**src/hdl/spq_pkg.sv**
```systemverilog
// Package with the shared types and constants of the sorted priority queue.
`timescale 1ns / 1ps

package spq_pkg;

  localparam int unsigned DEPTH = 16;
  // Wide enough to hold the count of a full queue.
  localparam int unsigned CNT_W = $clog2(DEPTH + 1);

  localparam logic CMD_INSERT = 1'b0;
  localparam logic CMD_REMOVE = 1'b1;

  typedef struct packed {
    logic       command;
    logic [1:0] new_role;
    logic [3:0] new_level;
  } spq_in_t;

  typedef struct packed {
    logic       popped_valid;
    logic [1:0] popped_role;
    logic [3:0] popped_level;
    logic       overflow;
    logic [4:0] entry_count;
  } spq_out_t;

  typedef struct packed {
    logic [1:0] role;
    logic [3:0] level;
  } spq_entry_t;

  // Broadcast to every cell of the row.
  typedef struct packed {
    logic       ins;
    logic       pop;
    spq_entry_t new_entry;
  } spq_ctrl_t;

endpackage

```
**src/hdl/spq_cell.sv**
```systemverilog
// One cell of the sorted row: holds one entry and trades it with its neighbors.
`timescale 1ns / 1ps

module spq_cell
  import spq_pkg::*;
(
  input  logic       clk_i,
  input  spq_ctrl_t  ctrl_i,
  input  logic       occ_i,
  input  logic       left_take_i,
  input  spq_entry_t left_entry_i,
  input  spq_entry_t right_entry_i,
  output spq_entry_t entry_o,
  output logic       take_o
);

  spq_entry_t entry_q, entry_d;

  // A cell takes part in an insert when it is empty or holds a level that
  // the new entry goes in front of. Along the row this forms a thermometer.
  assign take_o = !occ_i || (entry_q.level <= ctrl_i.new_entry.level);

  always_comb begin
    entry_d = entry_q;
    if (ctrl_i.ins && take_o) begin
      // The first taking cell stores the new entry, the rest shift right.
      entry_d = left_take_i ? left_entry_i : ctrl_i.new_entry;
    end else if (ctrl_i.pop) begin
      entry_d = right_entry_i;
    end
  end

  always_ff @(posedge clk_i) begin
    entry_q <= entry_d;
  end

  assign entry_o = entry_q;

endmodule

```
**src/hdl/sorted_priority_queue_top.sv**
```systemverilog
// Top level of the sorted priority queue: cell row, fill count and result register.
`timescale 1ns / 1ps

// Usage notes.
// A command is transferred at a rising edge where start is high and busy is
// low. Command remove pops the highest-level entry; command insert places the
// new entry in front of the first stored entry whose level is lower or equal,
// so among equal levels the newest entry leaves first.
// The result appears on result_o in the cycle after the transfer, for exactly
// one cycle, marked by valid_o; the receiver takes it at the edge ending that
// cycle and cannot hold it off.
// Every command completes without a stall: all cells compare against the new level in
// parallel and shift by one place toward or away from the head, so busy
// stays low and a command may be given in every cycle.
// An insert into a full queue is dropped and reported with overflow set; a
// remove from an empty queue reports popped_valid low. entry_count is the
// number of entries held after the command.
// Reset empties the queue and clears valid_o; the entry contents are left as
// they are, as only cells below the fill count are ever read.
module sorted_priority_queue_top
  import spq_pkg::*;
(
  input  logic     clk_i,
  input  logic     rst_ni,
  input  logic     start,
  output logic     busy,
  input  spq_in_t  cmd_i,
  output logic     valid_o,
  output spq_out_t result_o
);

  logic [CNT_W-1:0] count_q, count_d;
  logic             valid_q;
  spq_out_t         result_q, result_d;

  spq_ctrl_t        ctrl;
  spq_entry_t       entries [DEPTH];
  logic [DEPTH-1:0] take;
  logic [DEPTH-1:0] occ;
  logic             accept, full, empty;

  assign busy   = 1'b0;
  assign accept = start && !busy;
  assign full   = (count_q == CNT_W'(DEPTH));
  assign empty  = (count_q == '0);

  assign ctrl.ins = accept && (cmd_i.command == CMD_INSERT) && !full;
  assign ctrl.pop = accept && (cmd_i.command == CMD_REMOVE) && !empty;
  assign ctrl.new_entry.role  = cmd_i.new_role;
  assign ctrl.new_entry.level = cmd_i.new_level;

  for (genvar i = 0; i < DEPTH; i++) begin : g_cell
    spq_entry_t left_entry, right_entry;
    logic       left_take;

    assign occ[i] = (CNT_W'(i) < count_q);

    if (i == 0) begin : g_head
      assign left_take  = 1'b0;
      assign left_entry = ctrl.new_entry;
    end else begin : g_body
      assign left_take  = take[i-1];
      assign left_entry = entries[i-1];
    end

    if (i == DEPTH - 1) begin : g_tail
      assign right_entry = entries[i];
    end else begin : g_inner
      assign right_entry = entries[i+1];
    end

    spq_cell u_cell (
      .clk_i         (clk_i),
      .ctrl_i        (ctrl),
      .occ_i         (occ[i]),
      .left_take_i   (left_take),
      .left_entry_i  (left_entry),
      .right_entry_i (right_entry),
      .entry_o       (entries[i]),
      .take_o        (take[i])
    );
  end

  always_comb begin
    count_d = count_q;
    if (ctrl.ins) begin
      count_d = count_q + 1'b1;
    end else if (ctrl.pop) begin
      count_d = count_q - 1'b1;
    end

    result_d              = '0;
    result_d.overflow     = accept && (cmd_i.command == CMD_INSERT) && full;
    result_d.entry_count  = 5'(count_d);
    if (ctrl.pop) begin
      result_d.popped_valid = 1'b1;
      result_d.popped_role  = entries[0].role;
      result_d.popped_level = entries[0].level;
    end
  end

  always_ff @(posedge clk_i or negedge rst_ni) begin
    if (!rst_ni) begin
      count_q <= '0;
      valid_q <= 1'b0;
    end else begin
      count_q <= count_d;
      valid_q <= accept;
    end
  end

  always_ff @(posedge clk_i) begin
    if (accept) begin
      result_q <= result_d;
    end
  end

  assign valid_o  = valid_q;
  assign result_o = result_q;

endmodule

```
**config.mk**
```make
export PLATFORM = sky130hd
export DESIGN_NAME = sorted_priority_queue_top
export DESIGN_NICKNAME = d
export VERILOG_FILES = /design/src/hdl/spq_pkg.sv /design/src/hdl/spq_cell.sv /design/src/hdl/sorted_priority_queue_top.sv
export SDC_FILE = /design/constraint.sdc
export NUM_CORES = 1
export LEC_CHECK = 0
export BUFFER_PORTS_ARGS = -buffer_cell sky130_fd_sc_hd__buf_2
export CAP_MARGIN = 40
export CELL_PAD_IN_SITES_DETAIL_PLACEMENT = 0
export CELL_PAD_IN_SITES_GLOBAL_PLACEMENT = 1
export CORE_MARGIN = 2
export CORE_UTILIZATION = 40
export DETAILED_ROUTE_END_ITERATION = 12
export PLACE_DENSITY = 0.74
export RECOVER_POWER = 50
export SYNTH_ARGS = -nofsm -noshare
export SYNTH_HDL_FRONTEND = slang
export SYNTH_SLANG_ARGS = --single-unit
```
**constraint.sdc**
```tcl
create_clock -name clk_i -period 3.21 [get_ports clk_i]
set_clock_uncertainty 0.1 [all_clocks]
set_input_delay 0.642 -clock clk_i [delete_from_list [all_inputs] [get_ports clk_i]]
set_output_delay 0.642 -clock clk_i [all_outputs]
set_load 0.01 [all_outputs]
```
==> results.txt, run 1 <==
* Outcome: complete, no violations
- Sequential fraction of the synthesis area: 44.9%
- DRC violation total after the first TritonRoute iteration: 262
- Power density normalized to cell area: 865 mW/mm2
- In the final routed layout, each cell accounts on average for 21.8 um.
* Commonest register cell after synthesis: edfxtp_1
- Along the worst path, the maximum fanout reaches 10.
* Critical R2R Launch: count_q[0]$_DFF_PN0_
- The Yosys step of the flow raised 0 warnings.
* Initial antenna violation count: 0
* Final critical-path setup slack: 0.245 ns
- At the pin with the least slew margin, the transition time is 0.942 ns.
- The post-route netlist has 32.4% of its cells at a drive strength greater than 1.
- Setup repair after global routing left no endpoint under its margin.
- The initial utilization of the core area, before any placement, comes to 40.8%.
- CTS tree: built
- Core ar.: 0.0187 mm2
- Commonest cells after routing, fill and taps aside: mux2_2 (134), edfxtp_1 (109), ha_1 (68)
- The floorplan step defined a die boundary enclosing 0.0202 mm2.
- Depth of the most critical reg-to-reg path: 6
* Post-synthesis cell area: 0.00763 mm2
- The via count of the first global-routing pass came to 5462.
* Overall power: 7.49 mW
- The number of antenna diodes in the final layout is 0.
* Cell-internal power: 4.94 mW
* Hold Worst Slack: 0.461 ns
- Fraction of synthesized cell area taken by the top area cell type: 42.9%
* Netlist cell types: 49
- Total number of H-tree levels: 4
- In this run the deepest clock path goes through 2 buffers.
- Leaving out fill and tap cells, the most frequent cell in the layout is mux2_2.
- Final Cycle Share: 92.4%
- Slack of the worst reg-to-reg path: 0.39 ns
- Combinational logic is responsible for 39.3% of the overall power.
* Biggest area contributors in the synthesized netlist: edfxtp_1 (43%), mux2_2 (20%), ha_1 (11%)
- Based on the critical path, the design can be clocked at up to 337 MHz.
- For this design the top-level I/O count stands at 25.
* Worst path required time: 3.27 ns
* Clk sinks: 115
- Across every metal layer, demand over resource in global routing totals 19.9%.
* # rows: 50
- Summed over all cells, the static leakage comes to 3.25 nW.
- Registers are responsible for 36.0% of the overall power.
- The tool flagged a number of max-cap violations equal to 0.
* Overall overflow remaining after global route: 0
* Sort of element at the end of the critical path: flop
- Drt via density: 5.78
- Hpwl dp: 13.6 mm
* # port buffers: 23
* Clock transition at the register clock pins on the worst setup and hold paths after CTS: 0.05 ns
- Top cell type by total area after synthesis: edfxtp_1
* Maximum number of pins on one net before global-route repair: 39
- In this run, CTS created clock tree buffers numbering 17.
- Setup WS pre-CTS: -0.122 ns
* Power share of the clock group: 24.6%
- Synthesized instance count: 571
- Once the clock tree was built, the setup fixing pass inserted 0 buffers.
* Largest vdd supply drop: 0.000448 V
- The root buffer cell chosen for the clock tree is clkbuf_16.
* Count of pins over their slew limit: 0
* Proportion of register bits with asynchronous set or reset after synthesis: 5.22%
- Relative area change from synthesis to final layout: 13.5%
* Hold Vio Cnt, Final: 0
- At the end of routability-driven placement, the weighted congestion stood at 0.823.
* Die span in x: 142 um
- Routed wire length: 18.9 mm
* Number of flops mapped to enable cells by yosys: 109
- Synthesis inferred 115 register bits.
- Endpoint arrival time on the critical path: 3.03 ns
- Synthesized netlist net count: 649
- The worst hold path begins at g_cell[15].u_cell.entry_o[5]$_DFFE_PP_.
* Worst hold path cell count: 1
* Floorplan die height: 142 um
- Sw Share: 34.1%
* Wire length of the first global-routing pass: 30.3 mm
- Reg2Reg Capture Point: g_cell[11].u_cell.entry_o[1]$_DFFE_PP_
* Type of the worst min-delay path: flop to flop
- For the worst-skew pair, the clock arrives at the later sink with an insertion delay of 0.42 ns.
- Layout net count: 698
- Total DRC errors in the routed layout: 0
- The first TritonRoute pass finished after 4 iterations.
- The final route contains 5013 vias.
- Dividing the synthesized area by the synthesized cell count gives 13.4 um2.
- For hold timing, the worst endpoint is g_cell[14].u_cell.entry_o[5]$_DFFE_PP_.
* Startpoint type of the worst setup path: input port
- Remaining number of nets flagged by the antenna check after routing: 0
- Worst slew margin: 36.6%
* Endpoints failing setup: 0
- Reported net switching power: 2.56 mW
- The worst path in the final design needs a cycle of 2.97 ns, including I/O delays and setup.
- The critical path in this run is classified as input port to flop.
## worst max-delay path by stage
stage / start / to / slack, ns
floorplan: cmd_i[3] / g_cell[12].u_cell.entry_o[4]$_DFFE_PP_ / 0.02
global placement: cmd_i[2] / g_cell[10].u_cell.entry_o[1]$_DFFE_PP_ / -0.03
detailed placement: cmd_i[2] / g_cell[12].u_cell.entry_o[3]$_DFFE_PP_ / -0.12
CTS: cmd_i[2] / g_cell[12].u_cell.entry_o[3]$_DFFE_PP_ / 0.28
global route: cmd_i[2] / g_cell[12].u_cell.entry_o[2]$_DFFE_PP_ / 0.05
finish: cmd_i[2] / g_cell[9].u_cell.entry_o[3]$_DFFE_PP_ / 0.24
## cell families after synthesis
logic type	after synthesis	share of synthesized area, %
AO/OA/AOI/OAI	104	11.2
multiplexers	167	24.2
adder cells (fa/ha/maj)	68	11.2
AND/OR/NAND/NOR	71	5.66
buffers and inverters	41	2.38
other	1	0.0492
flip-flops	115	44.9
XOR/XNOR	4	0.459
## power groups by stage
stage	clock network [mW]	logic, mW	registers (mW)
3_3_place_gp	0	2.86	2.72
6_report	1.85	2.95	2.70
3_5_place_dp	0	3.00	2.72
2_1_floorplan	0	2.38	2.49
5_1_grt	1.94	3.25	2.75
4_1_cts	1.88	3.02	2.70
## layout make-up
type	instances	area, um2
Fill cell	1658	10000
Multi-Input combinational cell	415	3980
Sequential cell	115	3420
Clock buffer	18	429
Timing Repair Buffer	49	304
Tap cell	234	293
Clock inverter	14	144
Inverter	22	82.6
## worst max-delay path: stages
cell and delay (ns):
buf_2 0.10, inv_1 0.39, ha_1 0.35, a41o_1 0.26, a221oi_2 0.55, mux2_2 0.41
mux2_1 0.30
## state kept, by name, summed over array words and instances (netlist names)
register	cells
g_cell.u_cell.entry_o	96
result_o	13
count_q	5
valid_o	1
## Yosys cell counts (3+ instances only)
master,number
a41o_1,8
nor2_2,8
a221oi_4,3
a311oi_1,6
ha_1,68
mux2_1,7
a21oi_1,16
a31oi_1,5
nand2b_1,4
dfrtp_1,6
and4_1,7
o211ai_1,14
o21a_1,3
buf_4,4
inv_1,21
a2bb2oi_1,6
o21ai_0,23
and2_1,6
a21oi_2,5
mux2i_1,26
nor2_1,11
xnor2_1,3
buf_2,4
nor2b_1,17
nand2_1,7
a211oi_4,4
nand3_1,4
mux2_2,134
clkbuf_1,10
edfxtp_1,109
## stage by stage
| stage | cells | TNS (ns) | cell area [um2] | util (%) |
|---|---|---|---|---|
| 2_1_floorplan | 571 | 0 | 7630 | - |
| 3_3_place_gp | 833 | -0.212 | 8160 | 43.6 |
| 3_5_place_dp | 833 | -2.37 | 8160 | 43.6 |
| 4_1_cts | 866 | 0 | 8740 | 46.7 |
| 5_1_grt | 867 | 0 | 8660 | 46.3 |
| 6_report | 867 | 0 | 8660 | 46.3 |
## layer usage
layer / global-route usage (%) / share of wire (%) / wire length (um)
met2: 34.6 / 50 / 9420
met1: 24.9 / 45 / 8500
met5: 0 / 0 / 0
met3: 3.73 / 3.4 / 652
met4: 6.47 / 1.8 / 334
## repair_timing
action                                 in CTS  in global routing
resized for setup                           0                  0
endpoints found under the hold margin       6                  0
hold buffers                                1                  0
Note: power is estimated with default switching activity, not from simulation.
==> run 2: changes to the inputs <==
--- a/config.mk
+++ b/config.mk
@@ -11,6 +11,7 @@
 export CELL_PAD_IN_SITES_GLOBAL_PLACEMENT = 1
 export CORE_MARGIN = 2
 export CORE_UTILIZATION = 40
+export CTS_BUF_LIST = sky130_fd_sc_hd__clkbuf_8 sky130_fd_sc_hd__clkbuf_16
 export DETAILED_ROUTE_END_ITERATION = 12
 export PLACE_DENSITY = 0.74
 export RECOVER_POWER = 50
==> results.txt, run 2 (synthesis gave the netlist of run 1 again) <==
- The hold-fix buffer count after cts came to 1 (unchanged).
* Leakage: 3.25 nW (about the same)
* Commonest cells after routing, fill and taps aside: mux2_2 (134), edfxtp_1 (109), ha_1 (68) (unchanged)
* Power density normalized to cell area: 865 mW/mm2 (about the same)
- The aggregate global routing overflow came to 0 (unchanged).
- Total routing usage reported by global routing: 19.9% (unchanged)
* Starting utilization of the core area: 40.8% (unchanged)
* Total DRC errors in the routed layout: 0 (unchanged)
* Wire length of the first global-routing pass: 30.3 mm (unchanged)
- Leading cell type in the layout, fill and taps excluded: mux2_2 (unchanged)
- Final Cycle Share: 92.4% (about the same)
- Number of antenna repair diodes: 0 (unchanged)
* Gp weighted congestion: 0.823 (unchanged)
* Outcome: complete, no violations (unchanged)
- The number of flip-flops in the largest register is 96 (unchanged).
- Startpoint type of the worst setup path: input port (unchanged)
- The layout overhead on the synthesized area was 13.5% (unchanged).
* Remaining number of nets flagged by the antenna check after routing: 0 (unchanged)
* Max stage delay on crit path: 0.55 ns (about the same)
- The transition at the pin with the smallest max-transition slack was 0.969 ns (was 0.942 ns).
- The maximum vdd ir drop came to 0.000448 V (about the same).
* Layout cell share with drive strength beyond 1: 32.4% (unchanged)
- Buffers from clock root to sink, at most: 2 (unchanged)
- The count of maximum capacitance violations came to 0 (unchanged).
- DRC violation total after the first TritonRoute iteration: 263 (was 262)
- The capturing element type of the critical path is a flop (unchanged).
* Number of vias in the routed layout: 5015 (was 5013)
* Total number of H-tree levels: 4 (unchanged)
- Cell type group with the largest total delay on the critical path: compound AO/OA/AOI/OAI gates (unchanged)
- The vertical extent of the die is 142 um (unchanged).
- CTS tree: built (unchanged)
- Reg2Reg Capture Point: g_cell[11].u_cell.entry_o[1]$_DFFE_PP_ (unchanged)
* Hpwl dp: 13.6 mm (unchanged)
- The summed area of non-filler cells in the final layout came to 0.00866 mm2 (unchanged).
* Critical setup path kind: input port to flop (unchanged)
- The end point of the most critical hold path is g_cell[14].u_cell.entry_o[5]$_DFFE_PP_ (unchanged).
- The number of max-slew violations in the final report came to 0 (unchanged).
- The instance count on the critical path was 7 (unchanged).
* RSZ-0062 raised after global routing: no (unchanged)
* Core ar.: 0.0187 mm2 (unchanged)
- CP cell instances: buf_2 > inv_1 > ha_1 > a41o_1 > a221oi_2 > mux2_2 > mux2_1 (unchanged)
- Number of buffers created by CTS: 17 (unchanged)
- Wire length per cell: 21.8 um (about the same)
- # rows: 50 (unchanged)
- Minimum period implied by the final worst setup slack: 2.97 ns (about the same)
- The standard cell area after detailed placement is 0.00816 mm2 (unchanged).
- The maximum net fanout on the critical path came to 10 (unchanged).
- Slack of the worst reg-to-reg path: 0.37 ns (was 0.39 ns)
- Hold Vio Cnt, Final: 0 (unchanged)
- Fill cell count: 1658 (unchanged)
- Critical R2R Launch: count_q[0]$_DFF_PN0_ (unchanged)
- The pin count of the biggest net entering global routing is 39 (unchanged).
* Via count of the first global-routing pass: 5462 (unchanged)
* I/O pin total: 25 (unchanged)
* Initial antenna violation count: 0 (unchanged)
- The worst endpoint data arrival time is 3.03 ns (about the same).
- The clock latency on the worst-skew pair was 0.42 ns (about the same).
- Post-cts sizing count: 0 (unchanged)
- Clk sinks: 115 (unchanged)
- The clock slew seen by the registers of the worst setup and hold paths was 0.05 ns (about the same).
* Worst slew margin: 34.7% (was 36.6%)
- Overall power: 7.49 mW (about the same)
* HP Start: g_cell[15].u_cell.entry_o[5]$_DFFE_PP_ (unchanged)
- Maximum clock frequency: 337 MHz (about the same)
- Cell at the root of the clock tree: clkbuf_16 (unchanged)
- Layout net count: 698 (unchanged)
* Endpoints failing setup: 0 (unchanged)
- Die span in x: 142 um (unchanged)
- Depth of the most critical reg-to-reg path: 6 (unchanged)
* First-pass detailed-route iteration total: 4 (unchanged)
- Number of buffers added for setup after CTS: 0 (unchanged)
* Bufs and invs on worst path: 2 (unchanged)
* Type of the worst min-delay path: flop to flop (unchanged)
- The final wirelength is 18.9 mm (about the same).
* Drt via density: 5.78 (about the same)
* Total negative slack: 0 ns (unchanged)
- The count of buffers from port buffering is 23 (unchanged).
- The required time of the worst setup path came to 3.27 ns (about the same).
* Total Die Area: 0.0202 mm2 (unchanged)
- Worst hold path cell count: 1 (unchanged)
* Slowest cell on the critical path: a221oi_2 (unchanged)
==> run 2: layer usage <==
layer / up-vias / GRT usage [%] / share of wire [%]
met1: 2517 / 24.9 / 45
li1: 2345 / - / -
met5: - / 0 / 0
met3: 27 / 3.73 / 3.6
met4: 0 / 6.47 / 1.8
met2: 126 / 34.6 / 50
==> run 2: stage by stage <==
stage / hold slack (ns) / util (%) / setup WS, ns / instances
after floorplan: 0.246 / - / 0.0199 / 571
after detailed placement: 0.374 / 43.6 / -0.122 / 833
after global routing: 0.489 / 46.3 / 0.0501 / 867
after CTS: 0.468 / 46.7 / 0.285 / 866
final: 0.461 / 46.3 / 0.243 / 867
after global placement: 0.370 / 43.6 / -0.0283 / 833
==> run 2: power by group <==
| part | switching [mW] | total [mW] | internal, mW | leakage [nW] |
|---|---|---|---|---|
| registers | 0.419 | 2.70 | 2.28 | 1.12 |
| clock network | 0.650 | 1.84 | 1.19 | 0.283 |
| logic | 1.49 | 2.95 | 1.46 | 1.85 |
==> run 2: how the worst max path moves through the flow <==
stage / startpoint / to / slack, ns
after floorplan: cmd_i[3] / g_cell[12].u_cell.entry_o[4]$_DFFE_PP_ / 0.02
after global placement: cmd_i[2] / g_cell[10].u_cell.entry_o[1]$_DFFE_PP_ / -0.03
after detailed placement: cmd_i[2] / g_cell[12].u_cell.entry_o[3]$_DFFE_PP_ / -0.12
after CTS: cmd_i[2] / g_cell[12].u_cell.entry_o[3]$_DFFE_PP_ / 0.28
after global routing: cmd_i[2] / g_cell[12].u_cell.entry_o[2]$_DFFE_PP_ / 0.05
final: cmd_i[2] / g_cell[9].u_cell.entry_o[3]$_DFFE_PP_ / 0.24
==> run 2: final cells by class <==
class	instances	area, um2	share of cell area (%)
Timing Repair Buffer	49	304	3.51
Clock buffer	17	425	4.91
Clock inverter	15	148	1.70
Sequential cell	115	3420	39.5
Inverter	22	82.6	0.954
Tap cell	234	293	3.38
Multi-Input combinational cell	415	3980	46.0
==> run 2: worst reg2reg max path, delay by kind of cell (launching register included) <==
kind                     cells  cell delay [ns]
adder cells (fa/ha/maj)      1             0.25
flip-flops                   1             0.64
buffers and inverters        2             0.43
AND/OR/NAND/NOR              2             0.19
AO/OA/AOI/OAI                1             0.85
==> run 3: changes to the inputs <==
--- a/config.mk
+++ b/config.mk
@@ -7,13 +7,13 @@
 export LEC_CHECK = 0
 export BUFFER_PORTS_ARGS = -buffer_cell sky130_fd_sc_hd__buf_2
 export CAP_MARGIN = 40
-export CELL_PAD_IN_SITES_DETAIL_PLACEMENT = 0
-export CELL_PAD_IN_SITES_GLOBAL_PLACEMENT = 1
+export CELL_PAD_IN_SITES_DETAIL_PLACEMENT = 1
+export CELL_PAD_IN_SITES_GLOBAL_PLACEMENT = 2
 export CORE_MARGIN = 2
 export CORE_UTILIZATION = 40
 export CTS_BUF_LIST = sky130_fd_sc_hd__clkbuf_8 sky130_fd_sc_hd__clkbuf_16
 export DETAILED_ROUTE_END_ITERATION = 12
-export PLACE_DENSITY = 0.74
+export PLACE_DENSITY = 0.83
 export RECOVER_POWER = 50
 export SYNTH_ARGS = -nofsm -noshare
 export SYNTH_HDL_FRONTEND = slang
==> results.txt, run 3 (synthesis gave the netlist of run 1 again) <==
- Startpoint type of the worst setup path: input port (unchanged)
- Max stage delay on crit path: 0.62 ns (was 0.55 ns)
- Clock transition at the register clock pins on the worst setup and hold paths after CTS: 0.06 ns (was 0.05 ns)
- The met1 global-route usage is 26.4% (was 24.9%).
- The type of the worst setup path is input port to flop (unchanged).
- The maximum vdd ir drop was 0.000457 V (was 0.000448 V).
- The number of levels the H-tree was split into was 4 (unchanged).
* Number of buffers created by CTS: 17 (unchanged)
- Leading cell type in the layout, fill and taps excluded: mux2_2 (unchanged)
* Bufs and invs on worst path: 1 (was 2)
- RSZ-0062 raised after global routing: no (unchanged)
* # port buffers: 23 (unchanged)
- Outcome: complete, no violations (unchanged).
- Sort of element at the end of the critical path: flop (unchanged)
- Remaining number of nets flagged by the antenna check after routing: 0 (unchanged)
* Worst slew margin: 38.2% (was 34.7%)
* Endpoints failing setup: 0 (unchanged)
- Relative area change from synthesis to final layout: 13.5% (about the same)
- Largest fanout of any net on the critical path: 24 (was 10)
- The number of instances resized during post-cts repair was 0 (unchanged).
- Cell type group with the largest total delay on the critical path: compound AO/OA/AOI/OAI gates (unchanged)
- The cell depth of the worst flop-to-flop path was 5 (was 6).
* Initial antenna violation count: 0 (unchanged)
- Number of vias in the routed layout: 5119 (was 5015)
- The number of max-slew violations in the final report was 0 (unchanged).
- Via count of the first global-routing pass: 5678 (was 5462)
* Transition at the pin with the smallest max-transition slack: 0.918 ns (was 0.969 ns)
- Clock latency reported for the late side of the worst-skew pair: 0.42 ns (about the same)
- Maximum number of pins on one net before global-route repair: 39 (unchanged)
* MaxCap Viol Count: 0 (unchanged)
- CP cell instances: clkbuf_2 > ha_1 > nor2b_1 > o211ai_1 > a221oi_2 > mux2_2 > mux2_1 (was buf_2 > inv_1 > ha_1 > a41o_1 > a221oi_2 > mux2_2 > mux2_1).
* Clk sinks: 115 (unchanged)
- The count of inserted antenna diode cells was 0 (unchanged).
* Maximum clock frequency: 338 MHz (was 337 MHz)
- HP Start: g_cell[15].u_cell.entry_o[4]$_DFFE_PP_ (was g_cell[15].u_cell.entry_o[5]$_DFFE_PP_)
- The required time of the worst setup path is 3.28 ns (was 3.27 ns).
* Total negative slack: 0 ns (unchanged)
- Total DRC errors in the routed layout: 0 (unchanged)
* Minimum period implied by the final worst setup slack: 2.96 ns (was 2.97 ns)
- Worst hold path cell count: 1 (unchanged)
- Reg2Reg Capture Point: g_cell[4].u_cell.entry_o[1]$_DFFE_PP_ (was g_cell[11].u_cell.entry_o[1]$_DFFE_PP_)
- Starting utilization of the core area: 40.8% (unchanged)
- Drt via density: 5.92 (was 5.78)
- Routed wire length: 21.1 mm (was 18.9 mm)
- Wire length per cell: 24.4 um (was 21.8 um)
- The power density of the placed cells came to 892 mW/mm2 (was 865 mW/mm2).
- The standby leakage power was 3.24 nW (was 3.25 nW).
* Hold Worst Slack: 0.453 ns (was 0.461 ns)
* Min-Delay Endpoint: g_cell[14].u_cell.entry_o[4]$_DFFE_PP_ (was g_cell[14].u_cell.entry_o[5]$_DFFE_PP_)
* Critical R2R Launch: count_q[2]$_DFF_PN0_ (was count_q[0]$_DFF_PN0_)
* DRC violation total after the first TritonRoute iteration: 311 (was 263)
- Buffers from clock root to sink, at most: 2 (unchanged)
- Wire length of the first global-routing pass: 32.4 mm (was 30.3 mm)
- The final HPWL from detailed placement is 14.9 mm (was 13.6 mm).
- The internal reg-to-reg setup slack was 0.42 ns (was 0.37 ns).
- GRT met2 Usage: 38.4% (was 34.6%)
* Die span in x: 142 um (unchanged)
- The vertical extent of the die is 142 um (unchanged).
- The I/O pin count was 25 (unchanged).
- The final count of hold timing violations was 0 (unchanged).
- The routability congestion estimate from global placement came to 0.799 (was 0.823).
* Met3 GRT Util: 3.57% (was 3.73%)
- The number of flip-flops in the largest register came to 96 (unchanged).
- Final design utilization: 46.3% (about the same)
- The first-pass iteration count of the detailed router is 5 (was 4).
* Total routing usage reported by global routing: 21.6% (was 19.9%)
- Core ar.: 0.0187 mm2 (unchanged)
- # rows: 50 (unchanged)
- The die outline area came to 0.0202 mm2 (unchanged).
- The aggregate global routing overflow came to 0 (unchanged).
* CTS tree: built (unchanged)
- Hold bufs inserted after CTS: 1 (unchanged)
* Commonest cells after routing, fill and taps aside: mux2_2 (134), edfxtp_1 (109), ha_1 (68) (unchanged)
- The post-layout total power was 7.72 mW (was 7.49 mW).
* Slowest cell on the critical path: a221oi_2 (unchanged)
* Final Cycle Share: 92.3% (was 92.4%)
- The worst endpoint data arrival time was 3.03 ns (about the same).
- The type of the most critical hold path is flop to flop (unchanged).
* Most congested layer reported by global routing: met2 (unchanged)
- The post-CTS setup-driven buffer insertion count was 0 (unchanged).
- Layout cell share with drive strength beyond 1: 33.2% (was 32.4%)
- Layout net count: 695 (was 698)
- Cell at the root of the clock tree: clkbuf_16 (unchanged)
run 3: area by class of cell:
class | instances | area [um2]
Inverter | 22 | 82.6
Clock inverter | 15 | 179
Sequential cell | 115 | 3420
Tap cell | 234 | 293
Timing Repair Buffer | 46 | 282
Multi-Input combinational cell | 415 | 3980
Fill cell | 1900 | 10000
Clock buffer | 17 | 425
run 3: worst max path at each step:
| stage | from | endpoint | slack, ns | depth (start not counted) |
|---|---|---|---|---|
| 5_1_grt | cmd_i[0] | g_cell[9].u_cell.entry_o[1]$_DFFE_PP_ | 0.15 | 7 |
| 3_5_place_dp | cmd_i[0] | g_cell[5].u_cell.entry_o[1]$_DFFE_PP_ | 0.01 | 6 |
| 4_1_cts | cmd_i[0] | g_cell[5].u_cell.entry_o[1]$_DFFE_PP_ | 0.45 | 6 |
| 2_1_floorplan | cmd_i[3] | g_cell[12].u_cell.entry_o[4]$_DFFE_PP_ | 0.02 | 8 |
| 6_report | cmd_i[0] | g_cell[7].u_cell.entry_o[3]$_DFFE_PP_ | 0.25 | 7 |
| 3_3_place_gp | cmd_i[0] | g_cell[5].u_cell.entry_o[5]$_DFFE_PP_ | 0.07 | 6 |
run 3: per-layer routing:
layer	vias to the layer above	part of all wire, %	wire length (um)
met5	-	0	0
met4	0	2.2	475
met3	38	3.9	831
met2	131	50	10600
met1	2607	44	9200
li1	2343	-	-
run 3: worst register-to-register path: stages, from the launching register on:
cell     delay [ns]
dfrtp_1        0.58
nor3_1         0.29
buf_4          0.19
a21o_1         0.63
buf_4          0.30
o21ai_0        0.34
run 3: metrics by stage:
step	instance area [um2]	cells	setup slack (ns)
2_1_floorplan	7630	571	0.0199
3_3_place_gp	8140	831	0.0734
3_5_place_dp	8140	831	0.0133
4_1_cts	8760	864	0.449
5_1_grt	8660	864	0.147
6_report	8660	864	0.248
run 3: where the power goes:
group          switching [mW]  internal [mW]
clock                   0.740           1.23
combinational            1.55           1.47
sequential              0.464           2.28
